**src/sv/stl_pkg.sv**
```systemverilog
// shared types, codes and keyword tables for the source text lexer
`timescale 1ns / 1ps

package stl_pkg;

    localparam int MAX_RESULTS = 3;
    localparam int NUM_KEYWORDS = 9;

    // token classes
    localparam logic [2:0] CLS_COMMENT    = 3'd0;
    localparam logic [2:0] CLS_WORD_CHAR  = 3'd1;
    localparam logic [2:0] CLS_KEYWORD    = 3'd2;
    localparam logic [2:0] CLS_IDENTIFIER = 3'd3;
    localparam logic [2:0] CLS_NUMBER     = 3'd4;
    localparam logic [2:0] CLS_OPERATOR   = 3'd5;
    localparam logic [2:0] CLS_SYMBOL     = 3'd6;
    localparam logic [2:0] CLS_SUMMARY    = 3'd7;

    // request kinds
    localparam logic KIND_BYTE = 1'b0;
    localparam logic KIND_END  = 1'b1;

    typedef struct packed {
        logic [2:0] token_class;
        logic [7:0] first_char;
        logic [7:0] second_char;
        logic [3:0] keyword_index;
        logic       last;
    } token_t;

    // keyword text, first character in the low byte, zero padded
    function automatic logic [7:0] kw_char(input logic [3:0] k, input logic [2:0] pos);
        logic [63:0] text;
        unique case (k)
            4'd0:    text = 64'h0000_0000_0074_6e69; // int
            4'd1:    text = 64'h0000_0000_0000_6669; // if
            4'd2:    text = 64'h0000_0000_6e65_6874; // then
            4'd3:    text = 64'h0000_0000_6573_6c65; // else
            4'd4:    text = 64'h0000_0066_6964_6e65; // endif
            4'd5:    text = 64'h0000_0065_6c69_6877; // while
            4'd6:    text = 64'h0000_0000_0000_6f64; // do
            4'd7:    text = 64'h0000_006f_6464_6e65; // enddo
            4'd8:    text = 64'h0000_0074_6e69_7270; // print
            default: text = 64'h0;
        endcase
        return text[{pos, 3'b000} +: 8];
    endfunction

    function automatic logic [2:0] kw_len(input logic [3:0] k);
        logic [2:0] len;
        unique case (k)
            4'd0:    len = 3'd3;
            4'd1:    len = 3'd2;
            4'd2:    len = 3'd4;
            4'd3:    len = 3'd4;
            4'd4:    len = 3'd5;
            4'd5:    len = 3'd5;
            4'd6:    len = 3'd2;
            4'd7:    len = 3'd5;
            4'd8:    len = 3'd5;
            default: len = 3'd0;
        endcase
        return len;
    endfunction

endpackage

```
**src/sv/source_text_lexer_unit.sv**
```systemverilog
// top level of the source text lexer: input register, scanner and result bank
`timescale 1ns / 1ps

// usage
//   byte channel: byte_valid / byte_stall carry one request, either a source
//   byte (kind 0, text_byte) or an end-of-input marker (kind 1)
//   token channel: token_valid / token_stall carry one token per transfer;
//   a request yields zero to two tokens, the final one has last set
// flow and throughput
//   a request is held in the input register until the result bank is free,
//   is then scanned in a single pass and registered into the result bank,
//   where its first token shows
//   one request per cycle while each request yields at most one token and
//   token_stall stays low; a request with several tokens holds the token port
//   until all are taken, and one yielding none still passes the input register
// reset
//   rst_n clears the input valid flag, the token count and the scanner state
//   (normal mode, empty word, zero line count)
// backpressure
//   while token_stall is high the shown token holds; one more request is
//   still taken into the input register, then byte_stall rises
// end of input flushes any pending token, reports the line total in the
// summary token and returns the scanner to its reset state

module source_text_lexer_unit
    import stl_pkg::*;
#(
    parameter int NUMBER_WIDTH = 32,
    parameter int LINE_COUNT_WIDTH = 24
)
(
    input  logic                        clk,
    input  logic                        rst_n,
    // byte channel
    input  logic                        byte_valid,
    output logic                        byte_stall,
    input  logic                        kind,
    input  logic [7:0]                  text_byte,
    // token channel
    output logic                        token_valid,
    input  logic                        token_stall,
    output logic [2:0]                  token_class,
    output logic [7:0]                  first_char,
    output logic [7:0]                  second_char,
    output logic [NUMBER_WIDTH-1:0]     number_value,
    output logic [3:0]                  keyword_index,
    output logic [LINE_COUNT_WIDTH-1:0] line_total,
    output logic                        last
);

    // input register
    logic       in_valid_reg;
    logic       kind_reg;
    logic [7:0] byte_reg;

    logic       accept;
    logic       fire;
    logic       take;
    logic       q_free;

    token_t                      scan_toks [MAX_RESULTS];
    logic [1:0]                  scan_count;
    logic [NUMBER_WIDTH-1:0]     scan_number;
    logic [LINE_COUNT_WIDTH-1:0] scan_lines;
    token_t                      head;

    // scan the held request once the result bank empties this cycle
    assign fire       = in_valid_reg && q_free;
    assign byte_stall = in_valid_reg && !fire;
    assign accept     = byte_valid && !byte_stall;
    assign take       = token_valid && !token_stall;

    always_ff @(posedge clk or negedge rst_n)
    begin
        if (!rst_n)
        begin
            in_valid_reg <= 1'b0;
        end
        else if (accept)
        begin
            in_valid_reg <= 1'b1;
        end
        else if (fire)
        begin
            in_valid_reg <= 1'b0;
        end
    end

    always_ff @(posedge clk)
    begin
        if (accept)
        begin
            kind_reg <= kind;
            byte_reg <= text_byte;
        end
    end

    stl_scan #(
        .NUMBER_WIDTH     (NUMBER_WIDTH),
        .LINE_COUNT_WIDTH (LINE_COUNT_WIDTH)
    ) u_scan (
        .clk        (clk),
        .rst_n      (rst_n),
        .fire       (fire),
        .kind       (kind_reg),
        .text_byte  (byte_reg),
        .toks       (scan_toks),
        .tok_count  (scan_count),
        .number_out (scan_number),
        .lines_out  (scan_lines)
    );

    stl_result_q #(
        .NUMBER_WIDTH     (NUMBER_WIDTH),
        .LINE_COUNT_WIDTH (LINE_COUNT_WIDTH)
    ) u_result_q (
        .clk         (clk),
        .rst_n       (rst_n),
        .load        (fire),
        .load_count  (scan_count),
        .load_toks   (scan_toks),
        .load_number (scan_number),
        .load_lines  (scan_lines),
        .take        (take),
        .head        (head),
        .head_number (number_value),
        .head_lines  (line_total),
        .valid       (token_valid),
        .free        (q_free)
    );

    // token fields straight from the head of the result bank
    assign token_class   = head.token_class;
    assign first_char    = head.first_char;
    assign second_char   = head.second_char;
    assign keyword_index = head.keyword_index;
    assign last          = head.last;

endmodule

```
**src/sv/stl_scan.sv**
```systemverilog
// scanner state and single-pass token classification for one request
`timescale 1ns / 1ps

module stl_scan
    import stl_pkg::*;
#(
    parameter int NUMBER_WIDTH = 32,
    parameter int LINE_COUNT_WIDTH = 24
)
(
    input  logic                        clk,
    input  logic                        rst_n,
    input  logic                        fire,
    input  logic                        kind,
    input  logic [7:0]                  text_byte,
    output token_t                      toks [MAX_RESULTS],
    output logic [1:0]                  tok_count,
    output logic [NUMBER_WIDTH-1:0]     number_out,
    output logic [LINE_COUNT_WIDTH-1:0] lines_out
);

    localparam logic [2:0] M_NORMAL  = 3'd0;
    localparam logic [2:0] M_SLASH   = 3'd1;
    localparam logic [2:0] M_COMMENT = 3'd2;
    localparam logic [2:0] M_STAR    = 3'd3;
    localparam logic [2:0] M_NUMBER  = 3'd4;
    localparam logic [2:0] M_WORD    = 3'd5;
    localparam logic [2:0] M_OPER    = 3'd6;

    localparam logic [7:0] CH_SLASH = 8'h2f;
    localparam logic [7:0] CH_STAR  = 8'h2a;
    localparam logic [7:0] CH_NL    = 8'h0a;
    localparam logic [7:0] CH_SPACE = 8'h20;
    localparam logic [7:0] CH_TAB   = 8'h09;

    localparam logic [NUM_KEYWORDS-1:0] ALL_CAND = '1;

    logic [2:0]                  mode_reg, mode_next;
    logic [7:0]                  pend_reg, pend_next;
    logic [NUMBER_WIDTH-1:0]     acc_reg, acc_next;
    logic [NUM_KEYWORDS-1:0]     cand_reg, cand_next;
    logic [2:0]                  wlen_reg, wlen_next;
    logic [LINE_COUNT_WIDTH-1:0] lines_reg, lines_next;

    logic                        is_digit, is_alpha, is_oper;
    logic [NUMBER_WIDTH+3:0]     acc_x10;

    assign is_digit = (text_byte >= 8'h30) && (text_byte <= 8'h39);
    assign is_alpha = ((text_byte >= 8'h61) && (text_byte <= 8'h7a)) ||
                      ((text_byte >= 8'h41) && (text_byte <= 8'h5a));
    assign is_oper  = (text_byte == 8'h2b) || (text_byte == 8'h2d) ||
                      (text_byte == CH_STAR) || (text_byte == CH_SLASH) ||
                      (text_byte == 8'h3d) || (text_byte == 8'h3e) ||
                      (text_byte == 8'h3c) || (text_byte == 8'h21);

    // acc * 10 + digit as two shifted adds, top bits flag overflow
    assign acc_x10 = ({4'b0000, acc_reg} << 3) + ({4'b0000, acc_reg} << 1)
                   + {{NUMBER_WIDTH{1'b0}}, text_byte[3:0]};

    always_comb
    begin
        logic [1:0] n;
        logic       rescan;
        logic       hit;
        logic [3:0] found;

        mode_next  = mode_reg;
        pend_next  = pend_reg;
        acc_next   = acc_reg;
        cand_next  = cand_reg;
        wlen_next  = wlen_reg;
        lines_next = lines_reg;
        n          = 2'd0;
        rescan     = 1'b0;
        hit        = 1'b0;
        found      = 4'd0;
        number_out = '0;
        lines_out  = '0;
        for (int i = 0; i < MAX_RESULTS; i++)
        begin
            toks[i] = '0;
        end

        if (kind == KIND_END)
        begin
            unique case (mode_reg)
                M_SLASH:
                begin
                    toks[n] = '{CLS_OPERATOR, CH_SLASH, 8'h00, 4'd0, 1'b0};
                    n = n + 2'd1;
                end
                M_OPER:
                begin
                    toks[n] = '{CLS_OPERATOR, pend_reg, 8'h00, 4'd0, 1'b0};
                    n = n + 2'd1;
                end
                M_NUMBER:
                begin
                    toks[n] = '{CLS_NUMBER, 8'h00, 8'h00, 4'd0, 1'b0};
                    n = n + 2'd1;
                    number_out = acc_reg;
                end
                M_WORD:
                begin
                    for (int k = NUM_KEYWORDS - 1; k >= 0; k--)
                    begin
                        if (cand_reg[k] && (kw_len(4'(k)) == wlen_reg))
                        begin
                            hit   = 1'b1;
                            found = 4'(k);
                        end
                    end
                    toks[n] = hit ? '{CLS_KEYWORD, 8'h00, 8'h00, found, 1'b0}
                                  : '{CLS_IDENTIFIER, 8'h00, 8'h00, 4'd0, 1'b0};
                    n = n + 2'd1;
                end
                M_STAR:
                begin
                    toks[n] = '{CLS_COMMENT, CH_STAR, 8'h00, 4'd0, 1'b0};
                    n = n + 2'd1;
                    if (lines_reg != '1)
                        lines_next = lines_reg + 1'b1;
                end
                M_COMMENT:
                begin
                    if (lines_reg != '1)
                        lines_next = lines_reg + 1'b1;
                end
                default:
                begin
                end
            endcase
            toks[n] = '{CLS_SUMMARY, 8'h00, 8'h00, 4'd0, 1'b0};
            n = n + 2'd1;
            lines_out  = lines_next;
            mode_next  = M_NORMAL;
            pend_next  = 8'h00;
            acc_next   = '0;
            cand_next  = ALL_CAND;
            wlen_next  = 3'd0;
            lines_next = '0;
        end
        else
        begin
            unique case (mode_reg)
                M_SLASH, M_OPER:
                begin
                    if (mode_reg == M_SLASH && text_byte == CH_STAR)
                    begin
                        mode_next = M_COMMENT;
                    end
                    else
                    begin
                        pend_next = 8'h00;
                        if (is_oper)
                        begin
                            toks[n] = '{CLS_OPERATOR,
                                        (mode_reg == M_SLASH) ? CH_SLASH : pend_reg,
                                        text_byte, 4'd0, 1'b0};
                            n = n + 2'd1;
                            mode_next = M_NORMAL;
                        end
                        else
                        begin
                            toks[n] = '{CLS_OPERATOR,
                                        (mode_reg == M_SLASH) ? CH_SLASH : pend_reg,
                                        8'h00, 4'd0, 1'b0};
                            n = n + 2'd1;
                            rescan = 1'b1;
                        end
                    end
                end
                M_COMMENT:
                begin
                    if (text_byte == CH_STAR)
                    begin
                        mode_next = M_STAR;
                    end
                    else
                    begin
                        toks[n] = '{CLS_COMMENT, text_byte, 8'h00, 4'd0, 1'b0};
                        n = n + 2'd1;
                    end
                end
                M_STAR:
                begin
                    if (text_byte == CH_SLASH)
                    begin
                        if (lines_reg != '1)
                            lines_next = lines_reg + 1'b1;
                        mode_next = M_NORMAL;
                    end
                    else
                    begin
                        toks[n] = '{CLS_COMMENT, CH_STAR, 8'h00, 4'd0, 1'b0};
                        n = n + 2'd1;
                        if (text_byte != CH_STAR)
                        begin
                            toks[n] = '{CLS_COMMENT, text_byte, 8'h00, 4'd0, 1'b0};
                            n = n + 2'd1;
                            mode_next = M_COMMENT;
                        end
                    end
                end
                M_NUMBER:
                begin
                    if (is_digit)
                    begin
                        if (acc_x10[NUMBER_WIDTH+3:NUMBER_WIDTH] != 4'd0)
                            acc_next = '1;
                        else
                            acc_next = acc_x10[NUMBER_WIDTH-1:0];
                    end
                    else
                    begin
                        toks[n] = '{CLS_NUMBER, 8'h00, 8'h00, 4'd0, 1'b0};
                        n = n + 2'd1;
                        number_out = acc_reg;
                        acc_next = '0;
                        rescan = 1'b1;
                    end
                end
                M_WORD:
                begin
                    if (is_alpha || is_digit)
                    begin
                        for (int k = 0; k < NUM_KEYWORDS; k++)
                        begin
                            if (kw_char(4'(k), wlen_reg) != text_byte)
                                cand_next[k] = 1'b0;
                        end
                        if (wlen_reg != 3'd7)
                            wlen_next = wlen_reg + 3'd1;
                        toks[n] = '{CLS_WORD_CHAR, text_byte, 8'h00, 4'd0, 1'b0};
                        n = n + 2'd1;
                    end
                    else
                    begin
                        for (int k = NUM_KEYWORDS - 1; k >= 0; k--)
                        begin
                            if (cand_reg[k] && (kw_len(4'(k)) == wlen_reg))
                            begin
                                hit   = 1'b1;
                                found = 4'(k);
                            end
                        end
                        toks[n] = hit ? '{CLS_KEYWORD, 8'h00, 8'h00, found, 1'b0}
                                      : '{CLS_IDENTIFIER, 8'h00, 8'h00, 4'd0, 1'b0};
                        n = n + 2'd1;
                        cand_next = ALL_CAND;
                        wlen_next = 3'd0;
                        rescan = 1'b1;
                    end
                end
                default:
                begin
                    rescan = 1'b1;
                end
            endcase

            // scan the byte from normal context
            if (rescan)
            begin
                mode_next = M_NORMAL;
                if (text_byte == CH_SLASH)
                begin
                    mode_next = M_SLASH;
                end
                else if (is_digit)
                begin
                    acc_next  = {{(NUMBER_WIDTH-4){1'b0}}, text_byte[3:0]};
                    mode_next = M_NUMBER;
                end
                else if (is_alpha)
                begin
                    for (int k = 0; k < NUM_KEYWORDS; k++)
                    begin
                        cand_next[k] = (kw_char(4'(k), 3'd0) == text_byte);
                    end
                    wlen_next = 3'd1;
                    toks[n] = '{CLS_WORD_CHAR, text_byte, 8'h00, 4'd0, 1'b0};
                    n = n + 2'd1;
                    mode_next = M_WORD;
                end
                else if (text_byte == CH_SPACE || text_byte == CH_TAB)
                begin
                end
                else if (text_byte == CH_NL)
                begin
                    if (lines_next != '1)
                        lines_next = lines_next + 1'b1;
                end
                else if (is_oper)
                begin
                    pend_next = text_byte;
                    mode_next = M_OPER;
                end
                else
                begin
                    toks[n] = '{CLS_SYMBOL, text_byte, 8'h00, 4'd0, 1'b0};
                    n = n + 2'd1;
                end
            end
        end

        // flag the final token of this request
        for (int i = 0; i < MAX_RESULTS; i++)
        begin
            toks[i].last = ((2'(i) + 2'd1) == n);
        end
        tok_count = n;
    end

    always_ff @(posedge clk or negedge rst_n)
    begin
        if (!rst_n)
        begin
            mode_reg  <= M_NORMAL;
            pend_reg  <= 8'h00;
            acc_reg   <= '0;
            cand_reg  <= ALL_CAND;
            wlen_reg  <= 3'd0;
            lines_reg <= '0;
        end
        else if (fire)
        begin
            mode_reg  <= mode_next;
            pend_reg  <= pend_next;
            acc_reg   <= acc_next;
            cand_reg  <= cand_next;
            wlen_reg  <= wlen_next;
            lines_reg <= lines_next;
        end
    end

endmodule

```
**src/sv/stl_result_q.sv**
```systemverilog
// result register bank holding the tokens of one request until taken
`timescale 1ns / 1ps

module stl_result_q
    import stl_pkg::*;
#(
    parameter int NUMBER_WIDTH = 32,
    parameter int LINE_COUNT_WIDTH = 24
)
(
    input  logic                        clk,
    input  logic                        rst_n,
    input  logic                        load,
    input  logic [1:0]                  load_count,
    input  token_t                      load_toks [MAX_RESULTS],
    input  logic [NUMBER_WIDTH-1:0]     load_number,
    input  logic [LINE_COUNT_WIDTH-1:0] load_lines,
    input  logic                        take,
    output token_t                      head,
    output logic [NUMBER_WIDTH-1:0]     head_number,
    output logic [LINE_COUNT_WIDTH-1:0] head_lines,
    output logic                        valid,
    output logic                        free
);

    token_t                      entry_reg [MAX_RESULTS];
    token_t                      entry_next [MAX_RESULTS];
    logic [1:0]                  rem_reg, rem_next;
    logic [NUMBER_WIDTH-1:0]     number_reg;
    logic [LINE_COUNT_WIDTH-1:0] lines_reg;

    assign valid = (rem_reg != 2'd0);
    assign free  = (rem_reg == 2'd0) || ((rem_reg == 2'd1) && take);
    assign head  = entry_reg[0];
    assign head_number = (entry_reg[0].token_class == CLS_NUMBER) ? number_reg : '0;
    assign head_lines  = (entry_reg[0].token_class == CLS_SUMMARY) ? lines_reg : '0;

    always_comb
    begin
        entry_next = entry_reg;
        rem_next   = rem_reg;
        if (load)
        begin
            entry_next = load_toks;
            rem_next   = load_count;
        end
        else if (take)
        begin
            for (int i = 0; i < MAX_RESULTS - 1; i++)
            begin
                entry_next[i] = entry_reg[i+1];
            end
            rem_next = rem_reg - 2'd1;
        end
    end

    always_ff @(posedge clk or negedge rst_n)
    begin
        if (!rst_n)
        begin
            rem_reg <= 2'd0;
        end
        else
        begin
            rem_reg <= rem_next;
        end
    end

    always_ff @(posedge clk)
    begin
        entry_reg <= entry_next;
        if (load)
        begin
            number_reg <= load_number;
            lines_reg  <= load_lines;
        end
    end

endmodule
```
**config.mk**
```make
export PLATFORM = sky130hd
export DESIGN_NAME = source_text_lexer_unit
export DESIGN_NICKNAME = d
export VERILOG_FILES = /design/src/sv/stl_pkg.sv /design/src/sv/source_text_lexer_unit.sv /design/src/sv/stl_scan.sv /design/src/sv/stl_result_q.sv
export SDC_FILE = /design/constraint.sdc
export NUM_CORES = 1
export LEC_CHECK = 0
export BUFFER_PORTS_ARGS = -buffer_cell sky130_fd_sc_hd__buf_2
export CAP_MARGIN = 20
export CORE_MARGIN = 5
export CORE_UTILIZATION = 60
export DETAILED_ROUTE_END_ITERATION = 12
export GPL_TIMING_DRIVEN = 0
export PLACE_DENSITY = 0.77
export SLEW_MARGIN = 40
export SYNTH_ARGS = -nofsm -noshare
export SYNTH_HDL_FRONTEND = slang
export SYNTH_SLANG_ARGS = --single-unit
```
**constraint.sdc**
```tcl
create_clock -name clk -period 6.87 [get_ports clk]
set_input_delay 1.374 -clock clk [delete_from_list [all_inputs] [get_ports clk]]
set_output_delay 1.374 -clock clk [all_outputs]
set_load 0.03 [all_outputs]
```
==> results of run 1 <==
Yosys cell counts, drive strengths merged (17+ instances only):
cell type and instances:
a21o 20, a21oi 95, a22o 17, a31oi 34, and2 131, and3 17
buf 40, clkbuf 89, dfrtp 73, edfxtp 111, ha 79, inv 32
nand2 148, nand2b 17, nand3 37, nand4 36, nor2 119, nor3 48
o21ai 86, o221ai 17, o31ai 19, or3 18, xnor2 55, xor2 33
stage by stage:
stage	power, mW	util
finish	6.18	0.677
global route	6.51	0.677
CTS	6.11	0.676
detailed placement	5.07	0.650
global placement	4.96	0.644
floorplan	4.09	-
layout make-up:
class,count,share of cell area
Buffer,129,0.0372
Clock buffer,17,0.0268
Clock inverter,15,0.0118
Inverter,35,0.00829
Multi-Input combinational cell,1239,0.514
Sequential cell,193,0.341
Tap cell,319,0.0252
Timing Repair Buffer,98,0.0361
kinds of logic after synthesis:
logic type / Yosys count / share of synthesized area
AOI/OAI and AO/OA: 414 / 0.195
xor gates and xnor gates: 88 / 0.0543
adders and majority gates: 81 / 0.0724
buffers and inverters: 164 / 0.0505
DFF: 193 / 0.380
muxes: 16 / 0.0114
other: 1 / 0.000264
and+or+nand+nor: 638 / 0.237
worst reg2reg max path, cell delays in order, from the launching register on:
cell	delay [ns]
edfxtp_1	0.54
fa_1	0.57
fa_1	0.50
a211o_1	0.33
a2111oi_0	0.60
or3_1	0.27
nand3_1	0.14
and4_1	0.23
or2_2	0.33
mux2i_1	0.59
nand3_1	0.18
clkbuf_1	0.37
o221ai_1	0.30
nand2_1	0.09
power breakdown:
| group | total (mW) | switching [mW] | internal, mW |
|---|---|---|---|
| Sequential | 2.01 | 0.248 | 1.77 |
| Combinational | 3.11 | 2.11 | 1.00 |
| Clock | 1.05 | 0.522 | 0.528 |
| Total | 6.18 | 2.88 | 3.30 |
layer usage:
layer	part of all wire	track usage	vias to the layer above
met5	0	0	-
met4	0.029	0.114	0
met3	0.097	0.0555	96
met2	0.46	0.498	723
met1	0.42	0.437	6153
li1	-	-	6077
worst max path at each step:
stage	start	depth (start not counted)	slack, ns	to
2_1_floorplan	token_stall	7	2.30	u_scan.wlen_reg[1]$_DFFE_PN0P_
3_3_place_gp	token_stall	8	0.65	u_result_q.entry_reg[45]$_DFFE_PP_
3_5_place_dp	byte_reg[3]$_DFFE_PP_	13	1.83	u_scan.acc_reg[20]$_DFFE_PN0P_
4_1_cts	byte_reg[3]$_DFFE_PP_	13	1.81	u_scan.acc_reg[20]$_DFFE_PN0P_
5_1_grt	byte_reg[3]$_DFFE_PP_	13	1.38	u_scan.acc_reg[30]$_DFFE_PN0P_
6_report	byte_reg[3]$_DFFE_PP_	13	1.71	u_scan.acc_reg[2]$_DFFE_PN0P_
==> results.cfg, run 1 <==
[yosys]
synth_area_leaders = edfxtp_1, dfrtp_1, ha_1
synth_top_cell_by_area = edfxtp_1
synth-seq-cells = 193
dominantRegCellSynth = edfxtp_1
synth-async-reset-ratio = 0.425
netlist_area_sq_um = 14200
yosysWarnings = 0
synth_edf_count = 111
postSynthCellCount = 1595
synth_top_area_frac = 0.235
synthDistinctLibCells = 88
ys_seq_area_frac = 0.380
avgSynthCellArea_sq_um = 8.91

[grt]
globalRoute.totalOverflow = 0
grt_pass1_vias = 12300
grt_antenna_before_repair = 0
grt_pass1_wl_um = 66400
grt_usage = 0.315
grt_max_degree = 51

[timing]
setup_viol = 0
fin_setup_tns_ns = 0
fin_crit_sh = 0.751
worst_slew_pin_slew_ns = 0.875
fmax_mhz = 194
slew_headroom = 0.416
hold_viol = 0
rsz0062_at_grt = no
holdWs_ns = 0.495
skew_ns = 0.0142
report.final.slew_viol_count = 0
period_needed_ns = 5.16
fin_ws_ns = 1.71

[clocking]
cts.path.max_buffers = 2
cts_tree = built
path_clk_slew_ns = 0.08
cts_setup_buffers = 0
htree_levels = 4
cts_root_buffer = clkbuf_16
cts_hold_buf = 0
cts-buffers-inserted = 17
ctsResizeCount = 0
clkLatencyLatePin_ns = 0.45
cts.sinks = 193

[worst_setup_path]
rr_startpoint = byte_reg[3]$_DFFE_PP_
crit_arrival_ns = 5.49
max_stage_delay_ns = 0.60
reg2reg_to = u_scan.acc_reg[2]$_DFFE_PN0P_
regToRegSetupSlack_ns = 1.71
timing.critical_path.slowest_stage_cell = a2111oi_0
reg2reg_depth = 13
cp-end-kind = flop
cp-start-kind = flop
critPathKind = reg -> reg
cpLargestDelayFamily = simple AND/OR/NAND/NOR gates
cp_max_fo = 10
cp_data_required_time_ns = 7.20
path_cells = fa_1 -> fa_1 -> a211o_1 -> a2111oi_0 -> or3_1 -> nand3_1 -> and4_1 -> or2_2 -> mux2i_1 -> nand3_1 -> clkbuf_1 -> o221ai_1 -> nand2_1
critical_path_buf_inv_count = 1

[place]
pre_cts_ws_ns = 1.83
place_area_sq_um = 15200
hpwl_um = 31000
dp_cells = 2013
port_buffers = 94
gp_congestion = 0.986

[route]
drt_pass1_iterations = 7
first_iter_violations = 1428
vias_per_cell = 6.38
wl_per_cell_um = 20.6
routed_wl_um = 42100
ant_nets = 0
drc = 0
vias = 13000

[floorplan]
core-area_sq_um = 23400
initial_core_util = 0.607
die_x_um = 164
die_y_um = 164
pin_count = 95
die_area_sq_um = 26900
rows = 56

[power]
peakVddDrop_v = 0.000232
powerDensity_nw_per_um2 = 390
power.leakage_nw = 6.76

[hold_path]
hold_depth = 1
min_to = u_scan.pend_reg[7]$_DFFE_PN0P_
hold_path.startpoint = u_scan.pend_reg[7]$_DFFE_PN0P_
holdCritPathClass = reg -> reg

[layout]
fin_area_sq_um = 15800
syn_to_final_growth_pct = 11.5
final_cells = 2045
layout_common_cells = nand2_1, and2_1, nor2_1
layout_commonest_cell = nand2_1
layout.nets = 1807
fillers = 1954
drive_gt1_frac = 0.121
regArea_sq_um = 5400
antenna_cells = 0
multi_input_area_sq_um = 8140

[flow_run]
drv_cap = 0

[outcome]
status = finished, final reports clean
(Power assumes the default switching activity.)
==> run 2, diff against run 1 <==
==> constraint.sdc (replaced) <==
create_clock -name clk -period 5 [get_ports clk]
set_input_delay 1 -clock clk [delete_from_list [all_inputs] [get_ports clk]]
set_output_delay 1 -clock clk [all_outputs]
set_load 0.03 [all_outputs]
==> results.cfg, run 2 (synthesis gave the netlist of run 1 again) <==
[clocking]
cts_tree = built
path_clk_slew_ns = 0.08
cts.sinks = 193
clkLatencyLatePin_ns = 0.45
cts-buffers-inserted = 17
htree_levels = 4
cts_root_buffer = clkbuf_16
cts.path.max_buffers = 2

[layout]
antenna_cells = 0
layout_commonest_cell = nand2_1
syn_to_final_growth_pct = 11.7
drive_gt1_frac = 0.123
fin_area_sq_um = 15900
layout_common_cells = nand2_1, and2_1, nor2_1
layout.nets = 1807

[power]
power.leakage_nw = 6.76
total_power_mw = 8.48
peakVddDrop_v = 0.000320
powerDensity_nw_per_um2 = 534

[route]
first_iter_violations = 1539
vias_per_cell = 6.39
drt_pass1_iterations = 7
ant_nets = 0
wl_per_cell_um = 20.5
drc = 0
routed_wl_um = 41900
vias = 13100

[place]
gp_congestion = 0.986
pre_cts_ws_ns = -0.0366
place_area_sq_um = 15200
hpwl_um = 31000
port_buffers = 94

[worst_setup_path]
cp_max_fo = 10
timing.critical_path.slowest_stage_cell = fa_1
critPathKind = reg -> reg
cpLargestDelayFamily = simple AND/OR/NAND/NOR gates
critical_path_buf_inv_count = 1
cp-end-kind = flop
cp-start-kind = flop
cp_data_required_time_ns = 5.35
max_stage_delay_ns = 0.57
path_cells = fa_1 -> fa_1 -> a211o_1 -> a2111oi_1 -> or3_1 -> nand3_1 -> and4_1 -> or2_2 -> mux2i_4 -> clkbuf_1 -> nand4_1 -> a31oi_1 -> nor2_1
crit_arrival_ns = 5.14
crit_top_cell = fa_1

[timing]
report.final.slew_viol_count = 0
fin_ws_ns = 0.210
fin_crit_sh = 0.958
period_needed_ns = 4.79
fmax_mhz = 209
holdWs_ns = 0.442
hold_viol = 0
worst_slew_pin_slew_ns = 0.867
setup_viol = 0
slew_headroom = 0.422
rsz0062_at_grt = no
skew_ns = 0.0151
fin_setup_tns_ns = 0

[grt]
grt_usage = 0.315
grt_antenna_before_repair = 0
grt_pass1_vias = 12300
globalRoute.totalOverflow = 0
grt_pass1_wl_um = 66400
grt_max_degree = 51

[floorplan]
core-area_sq_um = 23400
die_y_um = 164
rows = 56
die_x_um = 164
die_area_sq_um = 26900
pin_count = 95
initial_core_util = 0.607

[outcome]
status = finished, final reports clean

[hold_path]
holdCritPathClass = in -> async

[flow_run]
drv_cap = 0
[run 2: timing repair]
item                       CTS  global route
resized for setup            1             7
buffers inserted             0             0
hold buffers                 0             0
setup endpoints to repair   13            38
[run 2: worst reg2reg max path, stage by stage, from the launching register on]
cell and delay, ns:
edfxtp_1 0.54, fa_1 0.57, fa_1 0.50, a211o_1 0.35, a2111oi_1 0.53, or3_1 0.25, nand3_1 0.14, and4_1 0.23
or2_2 0.35, mux2i_4 0.32, clkbuf_1 0.42, nand4_1 0.22, a31oi_1 0.21, nor2_1 0.05
[run 2: cell type report]
cell class                 count  area [sq um]
tap                          319           399
buffer                       129           592
clock buffer                  17           425
clock inverter                15           188
multi-input combinational   1239          8160
inverter                      35           131
sequential                   193          5400
fill                        1951          7540
timing repair buffer          98           572
[run 2: per-layer routing]
metal	vias up	wire [um]	track usage
met5	-	0	0
met4	0	1270	0.114
met3	98	4080	0.0555
met2	746	19100	0.498
met1	6141	17500	0.438
li1	6073	-	-
[run 2: path summary, 6_finish.rpt]
kind | start | to | slack [ns] | cells after the start
setup / recovery | byte_reg[3]$_DFFE_PP_ | u_scan.acc_reg[27]$_DFFE_PN0P_ | 0.21 | 13
hold / removal | rst_n | u_scan.acc_reg[7]$_DFFE_PN0P_ | 0.44 | 1
setup reg to reg | byte_reg[3]$_DFFE_PP_ | u_scan.acc_reg[27]$_DFFE_PN0P_ | 0.21 | 13
hold reg to reg | u_scan.pend_reg[7]$_DFFE_PN0P_ | u_scan.pend_reg[7]$_DFFE_PN0P_ | 0.49 | 1
max in group asynchronous | rst_n | u_scan.lines_reg[13]$_DFFE_PN0P_ | 3.94 | 2
min in group clk | u_scan.pend_reg[7]$_DFFE_PN0P_ | u_scan.pend_reg[7]$_DFFE_PN0P_ | 0.49 | 1
[run 2: where the power goes]
| group | internal (mW) | switching (mW) | leakage [nW] |
|---|---|---|---|
| clock network | 0.726 | 0.715 | 0.300 |
| logic | 1.38 | 2.89 | 4.29 |
| registers | 2.43 | 0.339 | 2.17 |
[run 2: per-stage QoR]
step                      utilization  std cells
after floorplan                     -       1596
after global placement          0.644       2009
after detailed placement        0.650       2013
after CTS                       0.676       2045
after global routing            0.678       2045
final                           0.678       2045
==> run 3, diff against run 2 <==
--- a/config.mk
+++ b/config.mk
@@ -7,7 +7,7 @@
 export LEC_CHECK = 0
 export BUFFER_PORTS_ARGS = -buffer_cell sky130_fd_sc_hd__buf_2
 export CAP_MARGIN = 20
-export CORE_MARGIN = 5
+export CORE_MARGIN = 2
 export CORE_UTILIZATION = 60
 export DETAILED_ROUTE_END_ITERATION = 12
 export GPL_TIMING_DRIVEN = 0
==> results.cfg, run 3 (synthesis gave the netlist of run 1 again) <==
[floorplan]
die_x_um = 158
rows = 56
die_area_sq_um = 24900
die_y_um = 158
initial_core_util = 0.609
core-area_sq_um = 23300
pin_count = 95

[power]
power.leakage_nw = 6.77
clkPwrFrac = 0.172
peakVddDrop_v = 0.000354
share_comb_of_total_power = 0.503
powerDensity_nw_per_um2 = 537
switching_power_mw = 3.91
total_power_mw = 8.53
seqPwrFrac = 0.325
switching_share = 0.459
p_int_mw = 4.62

[layout]
antenna_cells = 0
layout_common_cells = nand2_1, and2_1, nor2_1
layout.nets = 1807
fillers = 1908
syn_to_final_growth_pct = 11.8
final_cells = 2045
fin_area_sq_um = 15900
final_core_util = 0.681
layout_commonest_cell = nand2_1
drive_gt1_frac = 0.123

[clocking]
cts_setup_buffers = 0
cts_tree = built
cts_root_buffer = clkbuf_16
cts_hold_buf = 0
cts.sinks = 193
cts-buffers-inserted = 17
clkLatencyLatePin_ns = 0.45
cts.path.max_buffers = 2
path_clk_slew_ns = 0.08
htree_levels = 4

[route]
first_iter_violations = 1277
vias = 13200
wl_per_cell_um = 20.7
drc = 0
drt_pass1_iterations = 5
vias_per_cell = 6.47
ant_nets = 0
routed_wl_um = 42400

[timing]
slew_headroom = 0.378
fin_setup_tns_ns = 0
rsz0062_at_grt = yes
fin_ws_ns = 0.166
hold_viol = 0
holdWs_ns = 0.478
report.final.slew_viol_count = 0
fin_crit_sh = 0.967
period_needed_ns = 4.83
worst_slew_pin_slew_ns = 0.925
skew_ns = 0.0114
fmax_mhz = 207
setup_viol = 0

[grt]
grt_usage = 0.344
grt_pass1_wl_um = 66200
grt_pass1_vias = 12400
grt_antenna_before_repair = 0
grt_max_degree = 44
globalRoute.totalOverflow = 0

[worst_setup_path]
cp_max_fo = 10
path_cells = ha_1 -> clkbuf_1 -> nand3_2 -> or3_1 -> clkbuf_1 -> o21ai_1 -> buf_2 -> nand2_1 -> nand2_1 -> ha_1 -> o21ai_1 -> nor4b_4 -> a31oi_1 -> buf_6 -> a31oi_1 -> mux2i_1 -> o21ai_1
cp-start-kind = flop
max_stage_delay_ns = 0.50
critPathKind = reg -> reg
crit_start = u_scan.lines_reg[1]$_DFFE_PN0P_
reg2reg_depth = 17
cp_data_required_time_ns = 5.31
timing.critical_path.slowest_stage_cell = nor4b_4
regToRegSetupSlack_ns = 0.17
reg2reg_to = u_scan.lines_reg[6]$_DFFE_PN0P_
cp-end-kind = flop
crit_top_cell = o21ai_1
crit_arrival_ns = 5.14
rr_startpoint = u_scan.lines_reg[1]$_DFFE_PN0P_

[place]
dp_cells = 2013
pre_cts_ws_ns = -0.102
hpwl_um = 31100
gp_congestion = 1.03
place_area_sq_um = 15200
port_buffers = 94

[flow_run]
drv_cap = 0

[hold_path]
holdCritPathClass = in -> async

[outcome]
status = finished, final reports clean
run 3: what timing repair did:
action	in CTS	in global routing
resized for setup	2	9
pin swaps	0	1
endpoints found under the setup margin	28	44
run 3: worst max path at each step:
stage          depth (start not counted)                                  to  slack (ns)
2_1_floorplan                          7      u_scan.wlen_reg[1]$_DFFE_PN0P_        0.80
3_3_place_gp                           8  u_result_q.entry_reg[46]$_DFFE_PP_       -0.70
3_5_place_dp                          13      u_scan.acc_reg[25]$_DFFE_PN0P_       -0.10
4_1_cts                               17     u_scan.lines_reg[8]$_DFFE_PN0P_        0.09
5_1_grt                               17     u_scan.lines_reg[6]$_DFFE_PN0P_       -0.04
6_report                              17     u_scan.lines_reg[6]$_DFFE_PN0P_        0.17
run 3: area by class of cell:
cell class              instances  area [sq um]  share of cell area
repair buffers                 98           572              0.0360
well taps                     319           399              0.0251
multi-input cells            1239          8170               0.514
inverters                      35           131             0.00827
flip-flops and latches        193          5400               0.340
clock inverters                13           194              0.0122
plain buffers                 129           593              0.0373
clock buffers                  19           433              0.0273
run 3: worst max-delay path: cells and delay by family, from the launching register on:
family	cells	cell delay, ns
adders and majority gates	2	0.37
DFF	1	0.46
AOI/OAI and AO/OA	5	1.17
and+or+nand+nor	5	1.35
muxes	1	0.21
buffers and inverters	4	1.13
run 3: routing by layer:
layer	track usage	vias to the layer above	wire length, um
met2	0.546	720	19400
li1	-	6076	-
met1	0.466	6300	17500
met3	0.0649	127	3900
met4	0.135	0	1640
met5	0	-	0
run 3: power by group through the flow:
stage	combinational, mW	clock, mW	sequential [mW]
2_1_floorplan	2.93	0	2.70
3_3_place_gp	3.98	0	2.81
3_5_place_dp	4.17	0	2.79
4_1_cts	4.21	1.48	2.76
5_1_grt	4.66	1.54	2.83
6_report	4.29	1.47	2.77
